===== src/hdl/omd_pkg.sv =====
// Package: shared types, codes and constants of the opcode message deframer.
package omd_pkg;

  localparam int NUM_OPCODES_DEF   = 64;
  localparam int MAX_DGRAM_DEF     = 2048;
  localparam int FIFO_DEPTH        = 4;
  localparam int CFG_W             = 7;

  localparam logic [1:0] KIND_MSG   = 2'd0;
  localparam logic [1:0] KIND_DONE  = 2'd1;
  localparam logic [1:0] KIND_STOP  = 2'd2;
  localparam logic [1:0] KIND_TRUNC = 2'd3;

  typedef enum logic [4:0] {
    PH_OP_LO  = 5'b00001,
    PH_OP_HI  = 5'b00010,
    PH_LEN_LO = 5'b00100,
    PH_LEN_HI = 5'b01000,
    PH_BODY   = 5'b10000
  } phase_t;

  typedef struct packed {
    logic [1:0]  kind;
    logic [15:0] msg_opcode;
    logic [10:0] body_offset;
    logic [15:0] payload_length;
    logic        last_in_run;
  } res_t;

  // table entry as read back: fixed size plus dynamic-length flag
  typedef struct packed {
    logic        dynamic;
    logic [15:0] size;
  } entry_t;

endpackage


===== src/hdl/omd_if.sv =====
// Interfaces: input byte channel and result channel of the deframer.
interface omd_in_if;
  logic        valid;
  logic        ready;
  logic        mode;
  logic [7:0]  data_byte;
  logic        last_byte;
  logic [5:0]  entry_index;
  logic [15:0] entry_size;
  logic        entry_dynamic;

  modport source (output valid, mode, data_byte, last_byte, entry_index, entry_size,
                  entry_dynamic, input ready);
  modport sink (input valid, mode, data_byte, last_byte, entry_index, entry_size,
                entry_dynamic, output ready);
endinterface

interface omd_out_if;
  logic        valid;
  logic        ready;
  logic [1:0]  kind;
  logic [15:0] msg_opcode;
  logic [10:0] body_offset;
  logic [15:0] payload_length;
  logic        last_in_run;

  modport source (output valid, kind, msg_opcode, body_offset, payload_length,
                  last_in_run, input ready);
  modport sink (input valid, kind, msg_opcode, body_offset, payload_length,
                last_in_run, output ready);
endinterface


===== src/hdl/opcode_message_deframer.sv =====
// Top level of the opcode message deframer.
// Input channel in_ch carries one transaction per datagram payload byte (mode 0)
// or per opcode table write (mode 1); last_byte marks a datagram's final byte.
// Each byte updates the message parse; results (message complete, datagram done,
// unknown opcode stop, truncated) leave on out_ch, one per transaction, with
// last_in_run set on the final result caused by a byte. A byte causes at most two.
// opcode_count is loaded through cfg_we / cfg_wdata; the user must load it only
// while the block is idle, as the block does not enforce this. Throughput: one
// input transaction per cycle while in_ch.ready is high. A byte is registered at
// its acceptance (table read happens at the same edge), parsed from the input
// register once the queue can take two results, and written to a four-entry
// result queue. in_ch.ready drops only while the queue cannot take two
// results; a receiver stall fills the queue and then holds the input register.
// Reset clears the parse state, the queue and opcode_count; the opcode table is
// not cleared and must be written before the opcodes it serves are used.
module opcode_message_deframer #(
  parameter int NUM_OPCODES        = omd_pkg::NUM_OPCODES_DEF,
  parameter int MAX_DATAGRAM_BYTES = omd_pkg::MAX_DGRAM_DEF
) (
  input  logic                      clk,
  input  logic                      rst_n,
  input  logic                      cfg_we,
  input  logic [omd_pkg::CFG_W-1:0] cfg_wdata,
  omd_in_if.sink                    in_ch,
  omd_out_if.source                 out_ch
);

  logic            acc;
  logic            busy;
  logic            fire;
  logic            room2;
  logic [1:0]      push_n;
  omd_pkg::entry_t ent;
  omd_pkg::res_t   res0, res1, q;

  assign in_ch.ready = !busy || fire;
  assign acc         = in_ch.valid && in_ch.ready;

  omd_table #(.NUM_OPCODES(NUM_OPCODES)) u_table (
    .clk           (clk),
    .acc           (acc),
    .mode          (in_ch.mode),
    .data_byte     (in_ch.data_byte),
    .entry_index   (in_ch.entry_index),
    .entry_size    (in_ch.entry_size),
    .entry_dynamic (in_ch.entry_dynamic),
    .rd_r          (ent)
  );

  omd_parse #(
    .NUM_OPCODES        (NUM_OPCODES),
    .MAX_DATAGRAM_BYTES (MAX_DATAGRAM_BYTES)
  ) u_parse (
    .clk       (clk),
    .rst_n     (rst_n),
    .cfg_we    (cfg_we),
    .cfg_wdata (cfg_wdata),
    .acc       (acc),
    .mode      (in_ch.mode),
    .data_byte (in_ch.data_byte),
    .last_byte (in_ch.last_byte),
    .ent       (ent),
    .room2     (room2),
    .busy      (busy),
    .fire      (fire),
    .push_n    (push_n),
    .res0      (res0),
    .res1      (res1)
  );

  omd_fifo u_fifo (
    .clk       (clk),
    .rst_n     (rst_n),
    .push_n    (push_n),
    .d0        (res0),
    .d1        (res1),
    .room2     (room2),
    .out_valid (out_ch.valid),
    .out_ready (out_ch.ready),
    .q         (q)
  );

  assign out_ch.kind           = q.kind;
  assign out_ch.msg_opcode     = q.msg_opcode;
  assign out_ch.body_offset    = q.body_offset;
  assign out_ch.payload_length = q.payload_length;
  assign out_ch.last_in_run    = q.last_in_run;

endmodule


===== src/hdl/omd_table.sv =====
// Opcode table memory: written by table transactions, read at each payload byte for use at the opcode high byte.
module omd_table #(
  parameter int NUM_OPCODES = omd_pkg::NUM_OPCODES_DEF
) (
  input  logic             clk,
  input  logic             acc,
  input  logic             mode,
  input  logic [7:0]       data_byte,
  input  logic [5:0]       entry_index,
  input  logic [15:0]      entry_size,
  input  logic             entry_dynamic,
  output omd_pkg::entry_t  rd_r
);

  localparam int IDX_W = (NUM_OPCODES > 1) ? $clog2(NUM_OPCODES) : 1;

  omd_pkg::entry_t mem [NUM_OPCODES];
  logic [7:0]  prev_byte_r;
  logic [15:0] rd_addr16;
  logic [15:0] wr_addr16;
  logic        wr_ok;

  // the byte before an opcode high byte is always its low byte
  assign rd_addr16 = {data_byte, prev_byte_r};
  assign wr_addr16 = {10'd0, entry_index};
  assign wr_ok     = {1'b0, wr_addr16} < 17'(NUM_OPCODES);

  always_ff @(posedge clk) begin
    if (acc) begin
      if (mode) begin
        if (wr_ok) begin
          mem[wr_addr16[IDX_W-1:0]] <= '{dynamic: entry_dynamic, size: entry_size};
        end
      end else begin
        rd_r        <= mem[rd_addr16[IDX_W-1:0]];
        prev_byte_r <= data_byte;
      end
    end
  end

endmodule


===== src/hdl/omd_parse.sv =====
// Parser: input register, phase state and result formation; one byte per cycle while the queue has room.
module omd_parse #(
  parameter int NUM_OPCODES        = omd_pkg::NUM_OPCODES_DEF,
  parameter int MAX_DATAGRAM_BYTES = omd_pkg::MAX_DGRAM_DEF
) (
  input  logic                      clk,
  input  logic                      rst_n,
  input  logic                      cfg_we,
  input  logic [omd_pkg::CFG_W-1:0] cfg_wdata,
  input  logic                      acc,
  input  logic                      mode,
  input  logic [7:0]                data_byte,
  input  logic                      last_byte,
  input  omd_pkg::entry_t           ent,
  input  logic                      room2,
  output logic                      busy,
  output logic                      fire,
  output logic [1:0]                push_n,
  output omd_pkg::res_t             res0,
  output omd_pkg::res_t             res1
);

  localparam int POS_W = $clog2(MAX_DATAGRAM_BYTES);

  logic [omd_pkg::CFG_W-1:0] count_r;
  logic                      v_r;
  logic                      mode_r;
  logic [7:0]                byte_r;
  logic                      last_r;

  omd_pkg::phase_t phase_r, phase_nxt;
  logic [15:0]      cur_r, cur_nxt;
  logic [15:0]      rem_r, rem_nxt;
  logic [POS_W-1:0] pos_r, pos_nxt;
  logic [7:0]       held_r, held_nxt;
  logic             stop_r, stop_nxt;
  logic [POS_W-1:0] start_r, start_nxt;
  logic [15:0]      total_r, total_nxt;

  logic [16:0]      limit;
  logic [POS_W-1:0] after;
  logic [15:0]      word;
  logic             m_valid;
  omd_pkg::res_t    m_res;
  omd_pkg::res_t    e_res;

  assign busy  = v_r;
  assign fire  = v_r && room2;
  assign limit = ({10'd0, count_r} > 17'(NUM_OPCODES)) ? 17'(NUM_OPCODES)
                                                       : {10'd0, count_r};
  assign after = (pos_r == POS_W'(MAX_DATAGRAM_BYTES - 1)) ? '0 : pos_r + 1'b1;
  assign word  = {byte_r, held_r};

  always_comb begin
    phase_nxt = phase_r;
    cur_nxt   = cur_r;
    rem_nxt   = rem_r;
    pos_nxt   = pos_r;
    held_nxt  = held_r;
    stop_nxt  = stop_r;
    start_nxt = start_r;
    total_nxt = total_r;
    m_valid   = 1'b0;
    m_res     = '0;
    e_res     = '0;
    push_n    = 2'd0;
    res0      = '0;
    res1      = '0;
    if (fire && !mode_r) begin
      if (!stop_r) begin
        case (phase_r)
          omd_pkg::PH_OP_LO: begin
            held_nxt  = byte_r;
            phase_nxt = omd_pkg::PH_OP_HI;
          end
          omd_pkg::PH_OP_HI: begin
            cur_nxt = word;
            if ({1'b0, word} >= limit) begin
              stop_nxt  = 1'b1;
              phase_nxt = omd_pkg::PH_OP_LO;
            end else if (ent.dynamic) begin
              phase_nxt = omd_pkg::PH_LEN_LO;
            end else begin
              total_nxt = ent.size;
              rem_nxt   = ent.size;
              start_nxt = after;
              if (ent.size == 16'd0) begin
                m_valid   = 1'b1;
                m_res     = '{kind: omd_pkg::KIND_MSG, msg_opcode: word,
                              body_offset: 11'(after), payload_length: 16'd0,
                              last_in_run: 1'b0};
                phase_nxt = omd_pkg::PH_OP_LO;
              end else begin
                phase_nxt = omd_pkg::PH_BODY;
              end
            end
          end
          omd_pkg::PH_LEN_LO: begin
            held_nxt  = byte_r;
            phase_nxt = omd_pkg::PH_LEN_HI;
          end
          omd_pkg::PH_LEN_HI: begin
            total_nxt = word;
            rem_nxt   = word;
            start_nxt = after;
            if (word == 16'd0) begin
              m_valid   = 1'b1;
              m_res     = '{kind: omd_pkg::KIND_MSG, msg_opcode: cur_r,
                            body_offset: 11'(after), payload_length: 16'd0,
                            last_in_run: 1'b0};
              phase_nxt = omd_pkg::PH_OP_LO;
            end else begin
              phase_nxt = omd_pkg::PH_BODY;
            end
          end
          omd_pkg::PH_BODY: begin
            rem_nxt = rem_r - 16'd1;
            if (rem_nxt == 16'd0) begin
              m_valid   = 1'b1;
              m_res     = '{kind: omd_pkg::KIND_MSG, msg_opcode: cur_r,
                            body_offset: 11'(start_r), payload_length: total_r,
                            last_in_run: 1'b0};
              phase_nxt = omd_pkg::PH_OP_LO;
            end
          end
          default: phase_nxt = omd_pkg::PH_OP_LO;
        endcase
      end
      pos_nxt = after;

      if (last_r) begin
        e_res.last_in_run = 1'b1;
        if (stop_nxt) begin
          e_res.kind       = omd_pkg::KIND_STOP;
          e_res.msg_opcode = cur_nxt;
        end else if (phase_nxt == omd_pkg::PH_OP_LO) begin
          e_res.kind = omd_pkg::KIND_DONE;
        end else if (phase_nxt == omd_pkg::PH_OP_HI) begin
          e_res.kind = omd_pkg::KIND_TRUNC;
        end else begin
          e_res.kind       = omd_pkg::KIND_TRUNC;
          e_res.msg_opcode = cur_nxt;
        end
        phase_nxt = omd_pkg::PH_OP_LO;
        cur_nxt   = '0;
        rem_nxt   = '0;
        pos_nxt   = '0;
        held_nxt  = '0;
        stop_nxt  = 1'b0;
        start_nxt = '0;
        total_nxt = '0;
      end

      if (m_valid && last_r) begin
        push_n = 2'd2;
        res0   = m_res;
        res1   = e_res;
      end else if (m_valid) begin
        push_n            = 2'd1;
        res0              = m_res;
        res0.last_in_run  = 1'b1;
      end else if (last_r) begin
        push_n = 2'd1;
        res0   = e_res;
      end
    end
  end

  always_ff @(posedge clk) begin
    if (!rst_n) begin
      count_r <= '0;
      v_r     <= 1'b0;
      phase_r <= omd_pkg::PH_OP_LO;
      cur_r   <= '0;
      rem_r   <= '0;
      pos_r   <= '0;
      held_r  <= '0;
      stop_r  <= 1'b0;
      start_r <= '0;
      total_r <= '0;
    end else begin
      if (cfg_we) begin
        count_r <= cfg_wdata;
      end
      if (acc) begin
        v_r <= 1'b1;
      end else if (fire) begin
        v_r <= 1'b0;
      end
      if (fire) begin
        phase_r <= phase_nxt;
        cur_r   <= cur_nxt;
        rem_r   <= rem_nxt;
        pos_r   <= pos_nxt;
        held_r  <= held_nxt;
        stop_r  <= stop_nxt;
        start_r <= start_nxt;
        total_r <= total_nxt;
      end
    end
  end

  always_ff @(posedge clk) begin
    if (acc) begin
      mode_r <= mode;
      byte_r <= data_byte;
      last_r <= last_byte;
    end
  end

`ifndef SYNTHESIS
  a_stop_phase: assert property (@(posedge clk) disable iff (!rst_n)
    stop_r |-> phase_r == omd_pkg::PH_OP_LO)
    else $error("stopped datagram left in a mid-message phase");

  a_body_rem: assert property (@(posedge clk) disable iff (!rst_n)
    phase_r == omd_pkg::PH_BODY |-> rem_r != 16'd0)
    else $error("payload phase with nothing remaining");

  a_last_clear: assert property (@(posedge clk) disable iff (!rst_n)
    fire && !mode_r && last_r |=> pos_r == '0 && !stop_r)
    else $error("parse state not cleared after the last byte");
`endif

endmodule


===== src/hdl/omd_fifo.sv =====
// Result queue: takes up to two results per cycle, delivers one per transaction.
module omd_fifo (
  input  logic          clk,
  input  logic          rst_n,
  input  logic [1:0]    push_n,
  input  omd_pkg::res_t d0,
  input  omd_pkg::res_t d1,
  output logic          room2,
  output logic          out_valid,
  input  logic          out_ready,
  output omd_pkg::res_t q
);

  localparam int PTR_W = $clog2(omd_pkg::FIFO_DEPTH);
  localparam int CNT_W = $clog2(omd_pkg::FIFO_DEPTH + 1);

  omd_pkg::res_t   mem [omd_pkg::FIFO_DEPTH];
  logic [PTR_W-1:0] wptr_r, rptr_r;
  logic [CNT_W-1:0] count_r;
  logic             pop;
  logic [PTR_W-1:0] wptr1;

  assign pop       = out_valid && out_ready;
  assign out_valid = count_r != '0;
  assign room2     = count_r <= CNT_W'(omd_pkg::FIFO_DEPTH - 2);
  assign q         = mem[rptr_r];
  assign wptr1     = wptr_r + 1'b1;

  always_ff @(posedge clk) begin
    if (push_n != 2'd0) begin
      mem[wptr_r] <= d0;
    end
    if (push_n == 2'd2) begin
      mem[wptr1] <= d1;
    end
  end

  always_ff @(posedge clk) begin
    if (!rst_n) begin
      wptr_r  <= '0;
      rptr_r  <= '0;
      count_r <= '0;
    end else begin
      wptr_r  <= wptr_r + PTR_W'(push_n);
      rptr_r  <= rptr_r + PTR_W'(pop);
      count_r <= count_r + CNT_W'(push_n) - CNT_W'(pop);
    end
  end

`ifndef SYNTHESIS
  a_no_overflow: assert property (@(posedge clk) disable iff (!rst_n)
    push_n == 2'd2 |-> count_r <= CNT_W'(omd_pkg::FIFO_DEPTH - 2))
    else $error("result queue overflow");

  a_count_range: assert property (@(posedge clk) disable iff (!rst_n)
    count_r <= CNT_W'(omd_pkg::FIFO_DEPTH))
    else $error("result queue count out of range");

  a_ptr_gap: assert property (@(posedge clk) disable iff (!rst_n)
    count_r != CNT_W'(omd_pkg::FIFO_DEPTH) |-> PTR_W'(wptr_r - rptr_r) == PTR_W'(count_r))
    else $error("queue pointers disagree with count");
`endif

endmodule


===== src/flat_wrapper.sv =====
// flat-port wrapper written by rule: the top's interface ports become plain ports
module opcode_message_deframer_flat 
#(
  parameter int NUM_OPCODES        = omd_pkg::NUM_OPCODES_DEF,
  parameter int MAX_DATAGRAM_BYTES = omd_pkg::MAX_DGRAM_DEF
)
  (clk, rst_n, cfg_we, cfg_wdata, in_ch_valid, in_ch_mode, in_ch_data_byte, in_ch_last_byte, in_ch_entry_index, in_ch_entry_size, in_ch_entry_dynamic, in_ch_ready, out_ch_valid, out_ch_kind, out_ch_msg_opcode, out_ch_body_offset, out_ch_payload_length, out_ch_last_in_run, out_ch_ready);
  omd_in_if in_ch_i ();
  omd_out_if out_ch_i ();
  input  logic clk;
  input  logic rst_n;
  input  logic cfg_we;
  input  logic [omd_pkg::CFG_W-1:0] cfg_wdata;
  input wire logic [$bits(in_ch_i.valid)-1:0] in_ch_valid;
  input wire logic [$bits(in_ch_i.mode)-1:0] in_ch_mode;
  input wire logic [$bits(in_ch_i.data_byte)-1:0] in_ch_data_byte;
  input wire logic [$bits(in_ch_i.last_byte)-1:0] in_ch_last_byte;
  input wire logic [$bits(in_ch_i.entry_index)-1:0] in_ch_entry_index;
  input wire logic [$bits(in_ch_i.entry_size)-1:0] in_ch_entry_size;
  input wire logic [$bits(in_ch_i.entry_dynamic)-1:0] in_ch_entry_dynamic;
  output wire logic [$bits(in_ch_i.ready)-1:0] in_ch_ready;
  output wire logic [$bits(out_ch_i.valid)-1:0] out_ch_valid;
  output wire logic [$bits(out_ch_i.kind)-1:0] out_ch_kind;
  output wire logic [$bits(out_ch_i.msg_opcode)-1:0] out_ch_msg_opcode;
  output wire logic [$bits(out_ch_i.body_offset)-1:0] out_ch_body_offset;
  output wire logic [$bits(out_ch_i.payload_length)-1:0] out_ch_payload_length;
  output wire logic [$bits(out_ch_i.last_in_run)-1:0] out_ch_last_in_run;
  input wire logic [$bits(out_ch_i.ready)-1:0] out_ch_ready;
  assign in_ch_i.valid = in_ch_valid;
  assign in_ch_i.mode = in_ch_mode;
  assign in_ch_i.data_byte = in_ch_data_byte;
  assign in_ch_i.last_byte = in_ch_last_byte;
  assign in_ch_i.entry_index = in_ch_entry_index;
  assign in_ch_i.entry_size = in_ch_entry_size;
  assign in_ch_i.entry_dynamic = in_ch_entry_dynamic;
  assign in_ch_ready = in_ch_i.ready;
  assign out_ch_valid = out_ch_i.valid;
  assign out_ch_kind = out_ch_i.kind;
  assign out_ch_msg_opcode = out_ch_i.msg_opcode;
  assign out_ch_body_offset = out_ch_i.body_offset;
  assign out_ch_payload_length = out_ch_i.payload_length;
  assign out_ch_last_in_run = out_ch_i.last_in_run;
  assign out_ch_i.ready = out_ch_ready;
  opcode_message_deframer #(.NUM_OPCODES(NUM_OPCODES), .MAX_DATAGRAM_BYTES(MAX_DATAGRAM_BYTES)) u_core (.clk(clk), .rst_n(rst_n), .cfg_we(cfg_we), .cfg_wdata(cfg_wdata), .in_ch(in_ch_i), .out_ch(out_ch_i));
endmodule

===== config.mk =====
export PLATFORM = sky130hd
export DESIGN_NAME = opcode_message_deframer_flat
export DESIGN_NICKNAME = d
export VERILOG_FILES = /design/src/hdl/omd_pkg.sv /design/src/hdl/omd_if.sv /design/src/hdl/opcode_message_deframer.sv /design/src/hdl/omd_table.sv /design/src/hdl/omd_parse.sv /design/src/hdl/omd_fifo.sv /design/src/flat_wrapper.sv
export SDC_FILE = /design/constraint.sdc
export NUM_CORES = 2
export LEC_CHECK = 0
export ABC_CLOCK_PERIOD_IN_PS = 9500
export BUFFER_PORTS_ARGS = -buffer_cell sky130_fd_sc_hd__buf_2
export CAP_MARGIN = 20
export CORE_ASPECT_RATIO = 1.25
export CORE_MARGIN = 2
export CORE_UTILIZATION = 30
export CTS_BUF_LIST = sky130_fd_sc_hd__clkbuf_2 sky130_fd_sc_hd__clkbuf_4 sky130_fd_sc_hd__clkbuf_8
export CTS_CLUSTER_SIZE = 8
export DETAILED_ROUTE_END_ITERATION = 6
export PLACE_DENSITY_LB_ADDON = 0.15
export SYNTH_ARGS = -nofsm -noshare
export SYNTH_HDL_FRONTEND = slang
export SYNTH_SLANG_ARGS = --single-unit

===== constraint.sdc =====
create_clock -name clk -period 9.5 [get_ports clk]
set_input_delay 1.9 -clock clk [delete_from_list [all_inputs] [get_ports clk]]
set_output_delay 1.9 -clock clk [all_outputs]
set_load 0.005 [all_outputs]

==> flow_summary.ini <==
[critical_path]
critPathMaxFanout = 28
worstSetupStartpointType = flop
cp-end-kind = flop
crit_required_ns = 10.02
worstPathArrival_ns = 6.80
critPathKind = flop to flop

[logic_synthesis]
synth_fp_nets = 3114
avgSynthCellArea_sq_um = 18.5
netlist_instances = 3050
synth-seq-cells = 1404
synth_warnings = 0
synth_top_cell_by_area = edfxtp_1
async_flop_share_pct = 0
synth-edff-count = 1197
ys_top_cells_by_area = edfxtp_1 (64%), mux4_2 (16%), dfxtp_1 (7.4%)
netlist_area_sq_um = 56300
yosysSeqAreaShare_pct = 71.2
synth_cell_types = 73
synth_flop_cell = edfxtp_1
synthDominantCellAreaShare_pct = 63.8

[drt]
vias_per_cell = 5.00
routed-via-count = 29862
dr.pass1.iters = 7
drt_iter0_markers = 2186
drc = 0
routed_wl_mm = 157
avgRoutedWirePerCell_um = 26.4
ant_nets = 0

[cts]
numCtsBuffers = 230
post_cts_resized = 0
clkLatencyLatePin_ns = 0.96
cts_setup_buffers = 0
numClockSinks = 1404
htreeDepth = 4
clk_path_buf_depth = 3
cts-root-buf = clkbuf_8
cts_tree = yes
ctsHoldBuffers = 0
clk_pin_slew_worst_paths_ns = 0.06

[power]
sequentialPowerShare_pct = 52.5
power_uw = 12900
leakage_uw = 0.0204
vdd_drop_max_uv = 115
netSwitchingFraction_pct = 23.5
p_per_area_nw_per_um2 = 199
p_switching_uw = 3030
p_clk_share_pct = 40.8
intPower_uw = 9900
combinationalPowerShare_pct = 6.7

[timing]
fin_crit_ns = 6.29
setup_viol = 0
drv_slew = 0
relSlewSlack_pct = 24.4
skew_ns = 0.0779
finalSetupTns_ns = 0
whs_ns = 0.451
rsz0062_at_grt = no
clock.fmax_mhz = 159
hold_viol = 0
period_share_pct = 66.2
worstMarginPinSlew_ns = 1.13
setup_ws_ns = 3.21

[die]
core_sq_um = 186000
die_x_um = 392
die_y_um = 488
die_area_sq_um = 191000
start_util_pct = 30.2
io_pins = 93
rows = 177

[min_path]
hp-class = flop to flop

[place]
dp_slack_ns = 3.33
port_buffers = 92
hpwlAfterDp_mm = 92.3
gp_congestion = 0.820

[run_status]
status = finished, final reports clean

[job]
drv_cap = 0

[global_route]
overflow = 0
grt_max_degree = 139
grt_pass1_wl_mm = 226
antenna_found_initial = 15
grt_pass1_vias = 31630
grt_usage_pct = 16.4

[final_layout]
fillers = 17494
drive_above_1_share_pct = 30.3
utilization_pct = 34.9
area_growth_syn_to_layout_pct = 15.5
nNetsFinal = 3333
==> cells in the mapped netlist (34+ instances only) <==
cell type  count
edfxtp_1    1197
mux4_2       403
dfxtp_1      207
nand2_1      199
clkbuf_1     139
nor2_1       122
o21ai_0       89
a22o_1        77
nor2b_1       65
a21oi_1       44
buf_1         38
nor3_1        34
==> metal layers <==
| metal | vias up | global-route usage, % | routed length, um |
|---|---|---|---|
| li1 | 12938 | - | - |
| met1 | 15761 | 20.2 | 63700 |
| met2 | 874 | 29.2 | 82000 |
| met3 | 277 | 2.93 | 7690 |
| met4 | 12 | 5.15 | 3980 |
| met5 | - | 0 | 75 |
==> cells by family after synthesis <==
kind of cell	Yosys count	share of synthesized area, %
simple gates	550	4.75
buf+inv	210	1.48
xor+xnor	27	0.420
fa+ha+maj	19	0.435
compound gates	414	5.22
mux	426	16.5
flops	1404	71.2
==> worst max-delay path: stages, from the launching register on <==
cell and delay (ns):
dfxtp_1 0.43, or4_1 0.66, or4_1 0.55, xnor2_1 0.18, a2111o_1 0.39, or3_1 0.64
o21ai_4 0.38, ha_1 0.48, nand2_1 0.31, nor4_1 0.85, nor2_2 0.07, buf_4 0.29
inv_1 0.63
==> power groups by stage <==
| stage | Clock, uW | Sequential [uW] | Combinational (uW) |
|---|---|---|---|
| 2_1_floorplan | 0 | 6870 | 539 |
| 3_3_place_gp | 0 | 6920 | 855 |
| 3_5_place_dp | 0 | 6920 | 874 |
| 4_1_cts | 5460 | 6790 | 875 |
| 5_1_grt | 5710 | 6790 | 934 |
| 6_report | 5270 | 6790 | 866 |
==> worst paths after layout <==
| check | from | end | slack [ns] | cells past startpoint |
|---|---|---|---|---|
| setup / recovery | u_core.u_parse.rem_r[0]$_SDFFE_PN0P_ | u_core.u_fifo.mem[1][40]$_DFFE_PP_ | 3.21 | 12 |
| hold / removal | u_core.u_fifo.mem[2][21]$_SDFFE_PP0P_ | u_core.u_fifo.mem[2][21]$_SDFFE_PP0P_ | 0.45 | 2 |
| setup reg to reg | u_core.u_parse.rem_r[0]$_SDFFE_PN0P_ | u_core.u_fifo.mem[1][40]$_DFFE_PP_ | 3.21 | 12 |
| hold reg to reg | u_core.u_fifo.mem[2][21]$_SDFFE_PP0P_ | u_core.u_fifo.mem[2][21]$_SDFFE_PP0P_ | 0.45 | 2 |
==> metrics by stage <==
stage / area [sq um] / cells
floorplan: 56300 / 3050
detailed placement: 60100 / 5524
global placement: 60100 / 5524
CTS: 64700 / 5941
global route: 65000 / 5964
finish: 65000 / 5970
==> placed cells by master, fill, tap and decap left out, types with 37 or more instances in the layout <==
master / instances
edfxtp_1: 1197
clkinv_1: 47
nand2_1: 199
a21oi_1: 44
clkbuf_8: 245
a22o_1: 77
nor2_2: 37
buf_4: 64
clkbuf_4: 83
mux4_2: 403
buf_2: 92
nor2_1: 54
nor2b_1: 64
dfxtp_1: 205
o21ai_0: 88
==> final cells by class <==
class / count / area [sq um] / area share [%]
diodes: 10 / 25.0 / 0.0385
clock buffers: 328 / 4000 / 6.14
clock inverters: 89 / 602 / 0.925
inverters: 19 / 71.3 / 0.110
multi-input cells: 1436 / 15700 / 24.2
flip-flops and latches: 1404 / 40100 / 61.6
well taps: 2506 / 3140 / 4.82
repair buffers: 178 / 1380 / 2.12
==> state kept, by name, summed over array words and instances (netlist names), 8 cells and up <==
register / cells
u_core.u_fifo.mem: 184
u_core.u_parse.byte_r: 8
u_core.u_parse.cur_r: 16
u_core.u_parse.held_r: 8
u_core.u_parse.pos_r: 11
u_core.u_parse.rem_r: 16
u_core.u_parse.start_r: 11
u_core.u_parse.total_r: 16
u_core.u_table.mem: 1088
u_core.u_table.rd_r: 17
Note: power is estimated with default switching activity, not from simulation.
